--- config.mk ---
export PLATFORM = sky130hd
export DESIGN_NAME = hall_tachometer_period_capture_core_flat
export DESIGN_NICKNAME = d
export VERILOG_FILES = /design/src/design/htp_pkg.sv /design/src/design/htp_ifs.sv /design/src/design/hall_tachometer_period_capture_core.sv /design/src/flat_wrapper.sv
export SDC_FILE = /design/constraint.sdc
export NUM_CORES = 1
export LEC_CHECK = 0
export ABC_AREA = 0
export BUFFER_PORTS_ARGS = -buffer_cell sky130_fd_sc_hd__buf_2
export CAP_MARGIN = 20
export CORE_AREA = 2 2 214 216
export CTS_BUF_LIST = sky130_fd_sc_hd__clkbuf_16
export CTS_CLUSTER_DIAMETER = 40
export DETAILED_ROUTE_END_ITERATION = 7
export DIE_AREA = 0 0 216 218
export PLACE_DENSITY = 0.73
export SKIP_LAST_GASP = 1
export SYNTH_ARGS = -nofsm -noshare
export SYNTH_HDL_FRONTEND = slang
export SYNTH_SLANG_ARGS = --single-unit
--- constraint.sdc ---
create_clock -name clk -period 10 [get_ports clk]
set_input_delay 0.5 -clock clk [delete_from_list [all_inputs] [get_ports clk]]
set_output_delay 0.5 -clock clk [all_outputs]
set_load 0.005 [all_outputs]
--- src/design/htp_pkg.sv ---
`default_nettype none
package htp_pkg;

  // Field widths
  localparam int CAP_W      = 16;
  localparam int PPR_W      = 8;
  localparam int RLD_W      = 16;
  localparam int STALL_W    = 10;
  localparam int HZ_W       = 20;
  localparam int CNT_W      = 32;
  localparam int SPD_W      = 30;
  localparam int ANG_W      = 17;
  localparam int MS_W       = 10;
  localparam int CFG_IDX_W  = 2;
  localparam int CFG_DATA_W = 20;

  // Shared restoring divider
  localparam int DIV_W   = 30;            // widest dividend (speed numerator)
  localparam int DEN_W   = CAP_W + PPR_W; // widest divisor (period * ppr)
  localparam int DCNT_W  = 5;
  localparam int ANUM_W  = 25;            // angle numerator width

  localparam logic [MS_W-1:0]    MS_MAX    = '1;
  localparam logic [ANUM_W-1:0]  ANG_SCALE = ANUM_W'(360 * 256);
  localparam logic [DIV_W-1:0]   SPD_SCALE = DIV_W'(60 * 16);

  localparam logic [PPR_W-1:0]   PPR_RST   = PPR_W'(1);
  localparam logic [RLD_W-1:0]   RLD_RST   = RLD_W'(65535);
  localparam logic [STALL_W-1:0] STALL_RST = STALL_W'(300);
  localparam logic [HZ_W-1:0]    HZ_RST    = HZ_W'(100000);

  localparam logic [CFG_IDX_W-1:0] CFG_PPR   = CFG_IDX_W'(0);
  localparam logic [CFG_IDX_W-1:0] CFG_RLD   = CFG_IDX_W'(1);
  localparam logic [CFG_IDX_W-1:0] CFG_STALL = CFG_IDX_W'(2);
  localparam logic [CFG_IDX_W-1:0] CFG_HZ    = CFG_IDX_W'(3);

  localparam logic OP_CAPTURE = 1'b0;
  localparam logic OP_TICK    = 1'b1;

  typedef enum logic [2:0] {
    ST_IDLE,
    ST_MOD,
    ST_ANG,
    ST_SPD,
    ST_PUT
  } state_t;

  typedef struct packed {
    logic in_ready;
    logic div_step;
    logic div_last;
    logic out_load;
  } ctl_t;

endpackage
`default_nettype wire

--- src/design/htp_ifs.sv ---
`default_nettype none
interface htp_in_if;
  logic                        valid;
  logic                        ready;
  logic                        opcode;
  logic [htp_pkg::CAP_W-1:0]   capture_value;

  modport source (output valid, output opcode, output capture_value, input ready);
  modport sink (input valid, input opcode, input capture_value, output ready);
endinterface

interface htp_out_if;
  logic                        valid;
  logic                        ready;
  logic [htp_pkg::CNT_W-1:0]   pulse_count;
  logic [htp_pkg::CAP_W-1:0]   period_ticks;
  logic [htp_pkg::SPD_W-1:0]   speed_rpm_q4;
  logic [htp_pkg::ANG_W-1:0]   angle_deg_q8;
  logic                        stalled;

  modport source (output valid, output pulse_count, output period_ticks,
                  output speed_rpm_q4, output angle_deg_q8, output stalled,
                  input ready);
  modport sink (input valid, input pulse_count, input period_ticks,
                input speed_rpm_q4, input angle_deg_q8, input stalled,
                output ready);
endinterface

interface htp_cfg_if;
  logic                            valid;
  logic                            ready;
  logic [htp_pkg::CFG_IDX_W-1:0]   idx;
  logic [htp_pkg::CFG_DATA_W-1:0]  wdata;

  modport source (output valid, output idx, output wdata, input ready);
  modport sink (input valid, input idx, input wdata, output ready);
endinterface
`default_nettype wire

--- src/design/hall_tachometer_period_capture_core.sv ---
`default_nettype none
// Hall tachometer with period capture. Each input transfer is either a capture
// event (opcode 0, timer value latched at a hall edge) or a 1 ms tick (opcode 1),
// and yields exactly one result transfer: pulse count, last period, speed in
// Q.4 rpm, angle in Q.8 degrees and the stall flag. One item is processed at a
// time. A single restoring divider, one quotient bit per cycle, is shared by
// the three divisions: position mod pulses_per_rev, angle and speed, run in
// that order between accept and result load; the speed division is skipped
// when speed is known to be zero (stalled or no period yet). The next item is
// accepted as soon as the result sits in the output register, even if the sink
// has not taken it. Configuration writes are always ready and are meant to be
// issued only while the block is idle.
module hall_tachometer_period_capture_core (
  input  wire            clk,
  input  wire            rst_n,
  htp_in_if.sink         in_chan,
  htp_out_if.source      out_chan,
  htp_cfg_if.sink        cfg_chan
);
  import htp_pkg::*;

  // Configuration
  logic [PPR_W-1:0]   ppr_r;
  logic [RLD_W-1:0]   reload_r;
  logic [STALL_W-1:0] stall_ms_r;
  logic [HZ_W-1:0]    hz_r;

  // Tachometer state
  logic [CAP_W-1:0]   prev_cap_r, prev_cap_nxt;
  logic [CAP_W-1:0]   period_r, period_nxt;
  logic [CNT_W-1:0]   edges_r, edges_nxt;
  logic               first_r, first_nxt;
  logic [MS_W-1:0]    ms_r, ms_nxt;
  logic [PPR_W-1:0]   pos_r, pos_nxt;
  logic               is_cap_r;
  logic               stalled_r, stalled_nxt;
  logic [SPD_W-1:0]   speed_r, speed_nxt;
  logic [ANG_W-1:0]   angle_r, angle_nxt;

  // Divider
  logic [DIV_W-1:0]   div_q_r, div_q_nxt, q_step;
  logic [DEN_W-1:0]   div_rem_r, div_rem_nxt, rem_step;
  logic [DEN_W-1:0]   div_d_r, div_d_nxt;
  logic [DCNT_W-1:0]  div_cnt_r, div_cnt_nxt;
  logic [DEN_W:0]     shifted;
  logic [DEN_W:0]     diff;
  logic               ge;

  // Result register
  logic               out_valid_r;
  logic [CNT_W-1:0]   o_cnt_r;
  logic [CAP_W-1:0]   o_period_r;
  logic [SPD_W-1:0]   o_speed_r;
  logic [ANG_W-1:0]   o_angle_r;
  logic               o_stalled_r;

  state_t             state_r, state_nxt;
  ctl_t               ctl;

  logic [PPR_W-1:0]   ppr_eff;
  logic               in_xfer;
  logic               spd_zero;
  logic [PPR_W-1:0]   pos_mod;
  logic [PPR_W:0]     pos_inc;
  logic [PPR_W-1:0]   pos_new;
  logic [PPR_W-1:0]   ang_pos;
  logic [ANUM_W-1:0]  ang_num;
  logic [DIV_W-1:0]   spd_num;
  logic [DEN_W-1:0]   spd_den;

  assign ppr_eff  = (ppr_r == '0) ? PPR_W'(1) : ppr_r;
  assign in_xfer  = in_chan.valid && ctl.in_ready;
  assign spd_zero = stalled_r || (period_r == '0);

  // Next state
  always_comb begin
    state_nxt = state_r;
    case (state_r)
      ST_IDLE: if (in_xfer) state_nxt = ST_MOD;
      ST_MOD:  if (div_cnt_r == '0) state_nxt = ST_ANG;
      ST_ANG: begin
        if (div_cnt_r == '0) state_nxt = spd_zero ? ST_PUT : ST_SPD;
      end
      ST_SPD:  if (div_cnt_r == '0) state_nxt = ST_PUT;
      ST_PUT:  if (!out_valid_r || out_chan.ready) state_nxt = ST_IDLE;
      default: state_nxt = ST_IDLE;
    endcase
  end

  // Control outputs
  always_comb begin
    ctl = '0;
    case (state_r)
      ST_IDLE: ctl.in_ready = 1'b1;
      ST_MOD, ST_ANG, ST_SPD: begin
        ctl.div_step = 1'b1;
        ctl.div_last = (div_cnt_r == '0);
      end
      ST_PUT:  ctl.out_load = !out_valid_r || out_chan.ready;
      default: ctl = '0;
    endcase
  end

  // One restoring-division step
  always_comb begin
    shifted  = {div_rem_r, div_q_r[DIV_W-1]};
    diff     = shifted - {1'b0, div_d_r};
    ge       = shifted >= {1'b0, div_d_r};
    rem_step = ge ? diff[DEN_W-1:0] : shifted[DEN_W-1:0];
    q_step   = {div_q_r[DIV_W-2:0], ge};
  end

  // Position update from the reduced position, angle and speed operands
  always_comb begin
    pos_mod = rem_step[PPR_W-1:0];
    pos_inc = {1'b0, pos_mod} + (PPR_W+1)'(1);
    pos_new = (pos_inc >= {1'b0, ppr_eff}) ? '0 : pos_inc[PPR_W-1:0];
    ang_pos = is_cap_r ? pos_new : pos_mod;
    ang_num = ANUM_W'(ang_pos) * ANG_SCALE;
    spd_num = DIV_W'(hz_r) * SPD_SCALE;
    spd_den = DEN_W'(period_r) * DEN_W'(ppr_eff);
  end

  // Datapath next values
  always_comb begin
    prev_cap_nxt = prev_cap_r;
    period_nxt   = period_r;
    edges_nxt    = edges_r;
    first_nxt    = first_r;
    ms_nxt       = ms_r;
    pos_nxt      = pos_r;
    stalled_nxt  = stalled_r;
    speed_nxt    = speed_r;
    angle_nxt    = angle_r;
    div_q_nxt    = div_q_r;
    div_rem_nxt  = div_rem_r;
    div_d_nxt    = div_d_r;
    div_cnt_nxt  = div_cnt_r;

    if (in_xfer) begin
      if (in_chan.opcode == OP_CAPTURE) begin
        if (!first_r) begin
          // wrap correction is exact modulo the capture width
          period_nxt = (in_chan.capture_value >= prev_cap_r) ?
                       in_chan.capture_value - prev_cap_r :
                       reload_r - prev_cap_r + in_chan.capture_value + CAP_W'(1);
        end
        first_nxt    = 1'b0;
        prev_cap_nxt = in_chan.capture_value;
        edges_nxt    = edges_r + CNT_W'(1);
        ms_nxt       = '0;
      end else if (ms_r < MS_MAX) begin
        ms_nxt = ms_r + MS_W'(1);
      end
      stalled_nxt = {1'b0, ms_nxt} > {1'b0, stall_ms_r};
      // start position mod ppr
      div_q_nxt   = {pos_r, {(DIV_W-PPR_W){1'b0}}};
      div_rem_nxt = '0;
      div_d_nxt   = DEN_W'(ppr_eff);
      div_cnt_nxt = DCNT_W'(PPR_W - 1);
    end else if (ctl.div_step) begin
      div_q_nxt   = q_step;
      div_rem_nxt = rem_step;
      div_cnt_nxt = div_cnt_r - DCNT_W'(1);
      if (ctl.div_last) begin
        case (state_r)
          ST_MOD: begin
            if (is_cap_r) pos_nxt = pos_new;
            div_q_nxt   = {ang_num, {(DIV_W-ANUM_W){1'b0}}};
            div_rem_nxt = '0;
            div_cnt_nxt = DCNT_W'(ANUM_W - 1);
          end
          ST_ANG: begin
            angle_nxt   = q_step[ANG_W-1:0];
            speed_nxt   = '0;
            div_q_nxt   = spd_num;
            div_rem_nxt = '0;
            div_d_nxt   = spd_den;
            div_cnt_nxt = DCNT_W'(DIV_W - 1);
          end
          ST_SPD:  speed_nxt = q_step[SPD_W-1:0];
          default: speed_nxt = speed_r;
        endcase
      end
    end
  end

  always_ff @(posedge clk) begin
    if (!rst_n) begin
      state_r    <= ST_IDLE;
      ppr_r      <= PPR_RST;
      reload_r   <= RLD_RST;
      stall_ms_r <= STALL_RST;
      hz_r       <= HZ_RST;
      prev_cap_r <= '0;
      period_r   <= '0;
      edges_r    <= '0;
      first_r    <= 1'b1;
      ms_r       <= '0;
      pos_r      <= '0;
      out_valid_r <= 1'b0;
    end else begin
      state_r    <= state_nxt;
      prev_cap_r <= prev_cap_nxt;
      period_r   <= period_nxt;
      edges_r    <= edges_nxt;
      first_r    <= first_nxt;
      ms_r       <= ms_nxt;
      pos_r      <= pos_nxt;
      if (ctl.out_load) begin
        out_valid_r <= 1'b1;
      end else if (out_chan.ready) begin
        out_valid_r <= 1'b0;
      end
      if (cfg_chan.valid) begin
        case (cfg_chan.idx)
          CFG_PPR:   ppr_r      <= cfg_chan.wdata[PPR_W-1:0];
          CFG_RLD:   reload_r   <= cfg_chan.wdata[RLD_W-1:0];
          CFG_STALL: stall_ms_r <= cfg_chan.wdata[STALL_W-1:0];
          CFG_HZ:    hz_r       <= cfg_chan.wdata[HZ_W-1:0];
          default:   hz_r       <= hz_r;
        endcase
      end
    end
  end

  always_ff @(posedge clk) begin
    if (in_xfer) is_cap_r <= (in_chan.opcode == OP_CAPTURE);
    stalled_r <= stalled_nxt;
    speed_r   <= speed_nxt;
    angle_r   <= angle_nxt;
    div_q_r   <= div_q_nxt;
    div_rem_r <= div_rem_nxt;
    div_d_r   <= div_d_nxt;
    div_cnt_r <= div_cnt_nxt;
    if (ctl.out_load) begin
      o_cnt_r     <= edges_r;
      o_period_r  <= period_r;
      o_speed_r   <= speed_r;
      o_angle_r   <= angle_r;
      o_stalled_r <= stalled_r;
    end
  end

  assign in_chan.ready         = ctl.in_ready;
  assign cfg_chan.ready        = 1'b1;
  assign out_chan.valid        = out_valid_r;
  assign out_chan.pulse_count  = o_cnt_r;
  assign out_chan.period_ticks = o_period_r;
  assign out_chan.speed_rpm_q4 = o_speed_r;
  assign out_chan.angle_deg_q8 = o_angle_r;
  assign out_chan.stalled      = o_stalled_r;

endmodule
`default_nettype wire

--- src/flat_wrapper.sv ---
// flat-port wrapper written by rule: the top's interface ports become plain ports
module hall_tachometer_period_capture_core_flat import htp_pkg::*;
  (clk, rst_n, in_chan_valid, in_chan_opcode, in_chan_capture_value, in_chan_ready, out_chan_valid, out_chan_pulse_count, out_chan_period_ticks, out_chan_speed_rpm_q4, out_chan_angle_deg_q8, out_chan_stalled, out_chan_ready, cfg_chan_valid, cfg_chan_idx, cfg_chan_wdata, cfg_chan_ready);
  htp_in_if in_chan_i ();
  htp_out_if out_chan_i ();
  htp_cfg_if cfg_chan_i ();
  input  wire clk;
  input  wire rst_n;
  input wire logic [$bits(in_chan_i.valid)-1:0] in_chan_valid;
  input wire logic [$bits(in_chan_i.opcode)-1:0] in_chan_opcode;
  input wire logic [$bits(in_chan_i.capture_value)-1:0] in_chan_capture_value;
  output wire logic [$bits(in_chan_i.ready)-1:0] in_chan_ready;
  output wire logic [$bits(out_chan_i.valid)-1:0] out_chan_valid;
  output wire logic [$bits(out_chan_i.pulse_count)-1:0] out_chan_pulse_count;
  output wire logic [$bits(out_chan_i.period_ticks)-1:0] out_chan_period_ticks;
  output wire logic [$bits(out_chan_i.speed_rpm_q4)-1:0] out_chan_speed_rpm_q4;
  output wire logic [$bits(out_chan_i.angle_deg_q8)-1:0] out_chan_angle_deg_q8;
  output wire logic [$bits(out_chan_i.stalled)-1:0] out_chan_stalled;
  input wire logic [$bits(out_chan_i.ready)-1:0] out_chan_ready;
  input wire logic [$bits(cfg_chan_i.valid)-1:0] cfg_chan_valid;
  input wire logic [$bits(cfg_chan_i.idx)-1:0] cfg_chan_idx;
  input wire logic [$bits(cfg_chan_i.wdata)-1:0] cfg_chan_wdata;
  output wire logic [$bits(cfg_chan_i.ready)-1:0] cfg_chan_ready;
  assign in_chan_i.valid = in_chan_valid;
  assign in_chan_i.opcode = in_chan_opcode;
  assign in_chan_i.capture_value = in_chan_capture_value;
  assign in_chan_ready = in_chan_i.ready;
  assign out_chan_valid = out_chan_i.valid;
  assign out_chan_pulse_count = out_chan_i.pulse_count;
  assign out_chan_period_ticks = out_chan_i.period_ticks;
  assign out_chan_speed_rpm_q4 = out_chan_i.speed_rpm_q4;
  assign out_chan_angle_deg_q8 = out_chan_i.angle_deg_q8;
  assign out_chan_stalled = out_chan_i.stalled;
  assign out_chan_i.ready = out_chan_ready;
  assign cfg_chan_i.valid = cfg_chan_valid;
  assign cfg_chan_i.idx = cfg_chan_idx;
  assign cfg_chan_i.wdata = cfg_chan_wdata;
  assign cfg_chan_ready = cfg_chan_i.ready;
  hall_tachometer_period_capture_core u_core (.clk(clk), .rst_n(rst_n), .in_chan(in_chan_i), .out_chan(out_chan_i), .cfg_chan(cfg_chan_i));
endmodule
==> impl_metrics.toml <==
[run_status]
status = "finished clean"

[floorplan]
std_cell_rows = 78
die_h_um = 218
die_x_um = 216
core_mm2 = 0.0449
initial_core_util = 0.540
die_area_mm2 = 0.0471
num_io_pins = 143

[route]
final_antenna_net_count = 0
drc = 0
vias = 18942
dr.pass1.iters = 7
drt-total-wl_mm = 59.9
avgViaCountPerCell = 5.73
drt_iter0_markers = 1359
wl_per_cell_um = 18.1

[synthesis]
postSynth.asyncResetShare = 0
synth_nets = 2912
synth.top_cells.by_area = "edfxtp_1 20%, dfxtp_1 17%, fa_1 12%"
synth-edff-count = 161
yosysTopAreaCell = "edfxtp_1"
syn_inst = 2545
synth_xor_area_frac = 0.0412
syn_area_per_cell_um2 = 9.53
synthesis.area_mm2 = 0.0243
synth_mux_area_frac = 0.0160
synth_seq_cells = 369
synth_common_cells = "312 x nand2_1, 257 x inv_1, 208 x dfxtp_1"
yosys_most_used_dff = "dfxtp_1"
synth_top_area_frac = 0.199
ys_types = 95
synth-simple-area-share = 0.158
yosysWarnings = 0
synth_top_family_by_area = "adder cells"
synthAdderAreaFrac = 0.212
synth_most_common_cell = "nand2_1"
ys_seq_area_frac = 0.371
synth_compound_area_frac = 0.144

[clock_network]
clk_path_buf_depth = 3
tritoncts = "yes"
cts.htree.levels = 2
path_clk_slew_ns = 0.06
cts_sinks = 369
clk_latency_ns = 0.62
hold_buffers = 0
cts_setup_buffers = 0
cts_buffers = 56
ctsResizeCount = 0
cts-root-buf = "clkbuf_16"

[critical_path]
arrival_ns = 9.30
cp-end-kind = "flop"
max_stage_delay_ns = 0.54
critPathMaxFanout = 26
path_buf_inv = 2
cp-start-kind = "flop"
cpLargestDelayFamily = "compound AO/OA/AOI/OAI gates"
cpMaxStageDelayCell = "fa_1"
cp.required_ns = 10.36
cp_common_cell = "ha_1"
worstSetupPathType = "reg2reg"

[place]
port_buffers = 141
hpwl_mm = 44.2
pre_cts_ws_ns = 1.12
routabilityCongestion = 0.948

[layout]
area_growth_pct = 12.8
nets = 3024
insertedDiodeCount = 0
drive_above_1_share = 0.110
post-route-util = 0.610

[global_routing]
overflow = 0
grt_use_met2 = 0.418
grt_pass1_vias = 18460
antenna_found_initial = 1
grt_use_total = 0.254
grt_pass1_wl_mm = 96.0
grt_max_degree = 68
grt_util_met3 = 0.0439
met1_usage = 0.343
top_usage_layer = "met2"

[flow_run]
maxCapViolCount = 0

[power_and_ir_drop]
pwr_density_cell_mw_per_mm2 = 287
p_leak_nw = 11.8
vdd.ir_drop.worst_v = 0.000649
power_mw = 7.85

[timing]
fin_crit_sh = 0.894
postLayoutSetupSlackWorst_ns = 1.06
hold_violations = 0
report.final.slew_viol_count = 0
fin_skew_ns = 0.0352
setup_violations = 0
rsz0062_at_grt = "no"
min_period_ns = 8.94
fmax_mhz = 112
tns_ns = 0
timing.slew.headroom = 0.281
tightest_slew_ns = 1.07

[hold_path]
hold_class = "in2reg"
[through the flow]
stage	instances	instance area (µm²)	hold slack, ns
5_1_grt	3304	27400	0.101
3_3_place_gp	3197	25400	0.402
3_5_place_dp	3198	25500	0.405
6_report	3304	27400	0.109
2_1_floorplan	2545	24300	0.400
4_1_cts	3303	27300	0.0836
[flip-flops by register name, summed over array words and instances (netlist names), 17 cells and up]
signal,flops
u_core.div_d_r,24
u_core.edges_r,32
u_core.div_q_r,30
u_core.out_chan.speed_rpm_q4,30
u_core.angle_r,17
u_core.speed_r,30
u_core.out_chan.pulse_count,32
u_core.hz_r,20
u_core.div_rem_r,24
u_core.out_chan.angle_deg_q8,17
[kinds of logic (layout without fill, tap and decap cells)]
logic type               after synthesis  in the layout
XOR/XNOR                             114            114
AND/OR/NAND/NOR                      800            800
multiplexers                          36             36
other                                  1              1
AO/OA/AOI/OAI                        535            535
adder cells (fa/ha/maj)              323            323
flip-flops                           369            369
buffers and inverters                367            526
[per-layer routing]
layer  vias up  wire length, µm
li1       9065                -
met4         2             1510
met3        89             4080
met5         -               13
met1      9116            26400
met2       670            28000
[cell usage in the layout, fill, tap and decap left out, types with 8 or more instances in the layout]
cell type	Yosys	routed
o21bai_1	8	8
nand3_1	76	76
xor2_1	48	48
or3_1	11	11
and2_1	68	68
a211oi_1	20	20
nand4_1	22	22
a22oi_1	8	8
nor2b_1	21	21
o22ai_1	8	8
nand2_1	312	312
nand2b_1	21	21
buf_4	2	16
nor2_1	132	131
a21oi_1	150	149
a31oi_1	18	18
ha_1	175	175
a32oi_1	11	11
mux2i_1	28	28
clkbuf_16	0	56
fa_1	148	148
buf_2	6	141
xnor2_1	66	66
nor4_1	9	9
and3_1	50	49
o211ai_1	22	22
edfxtp_1	161	161
o21a_1	27	27
inv_1	257	263
a21o_1	33	33
inv_6	0	11
o21ai_0	126	126
nor3b_1	9	8
nor3_1	37	37
dfxtp_1	208	208
[path summary, 6_finish.rpt]
check | from | endpoint | slack, ns | depth (start not counted)
setup reg to reg | u_core.div_d_r[10] | u_core.div_q_r[29] | 1.06 | 31
hold reg to reg | u_core.speed_r[1] | u_core.out_chan.speed_rpm_q4[1] | 0.41 | 0
hold / removal | cfg_chan_wdata[16] | u_core.hz_r[16] | 0.11 | 3
setup / recovery | u_core.div_d_r[10] | u_core.div_q_r[29] | 1.06 | 31
[worst reg2reg max path: cells and delay by family, from the launching register on]
kind            cells  cell delay [ns]
fa+ha+maj           7             2.42
simple gates        4             1.13
flops               1             0.32
compound gates     16             4.17
xor+xnor            2             0.37
buf+inv             2             0.30
[layout make-up]
type / instances / area, µm²
Fill cell: 3802 / 17500
Clock buffer: 56 / 1400
Inverter: 262 / 986
Sequential cell: 369 / 9000
Multi-Input combinational cell: 1809 / 13900
Tap cell: 600 / 751
Timing Repair Buffer: 159 / 881
Clock inverter: 49 / 463
[power by group]
group          leakage [nW]  switching, mW  internal (mW)
Sequential             3.16         0.0837           1.64
Combinational          7.71           2.43           1.81
Clock                 0.923          0.794           1.09
Total                  11.8           3.31           4.55
(Power assumes the default switching activity.)
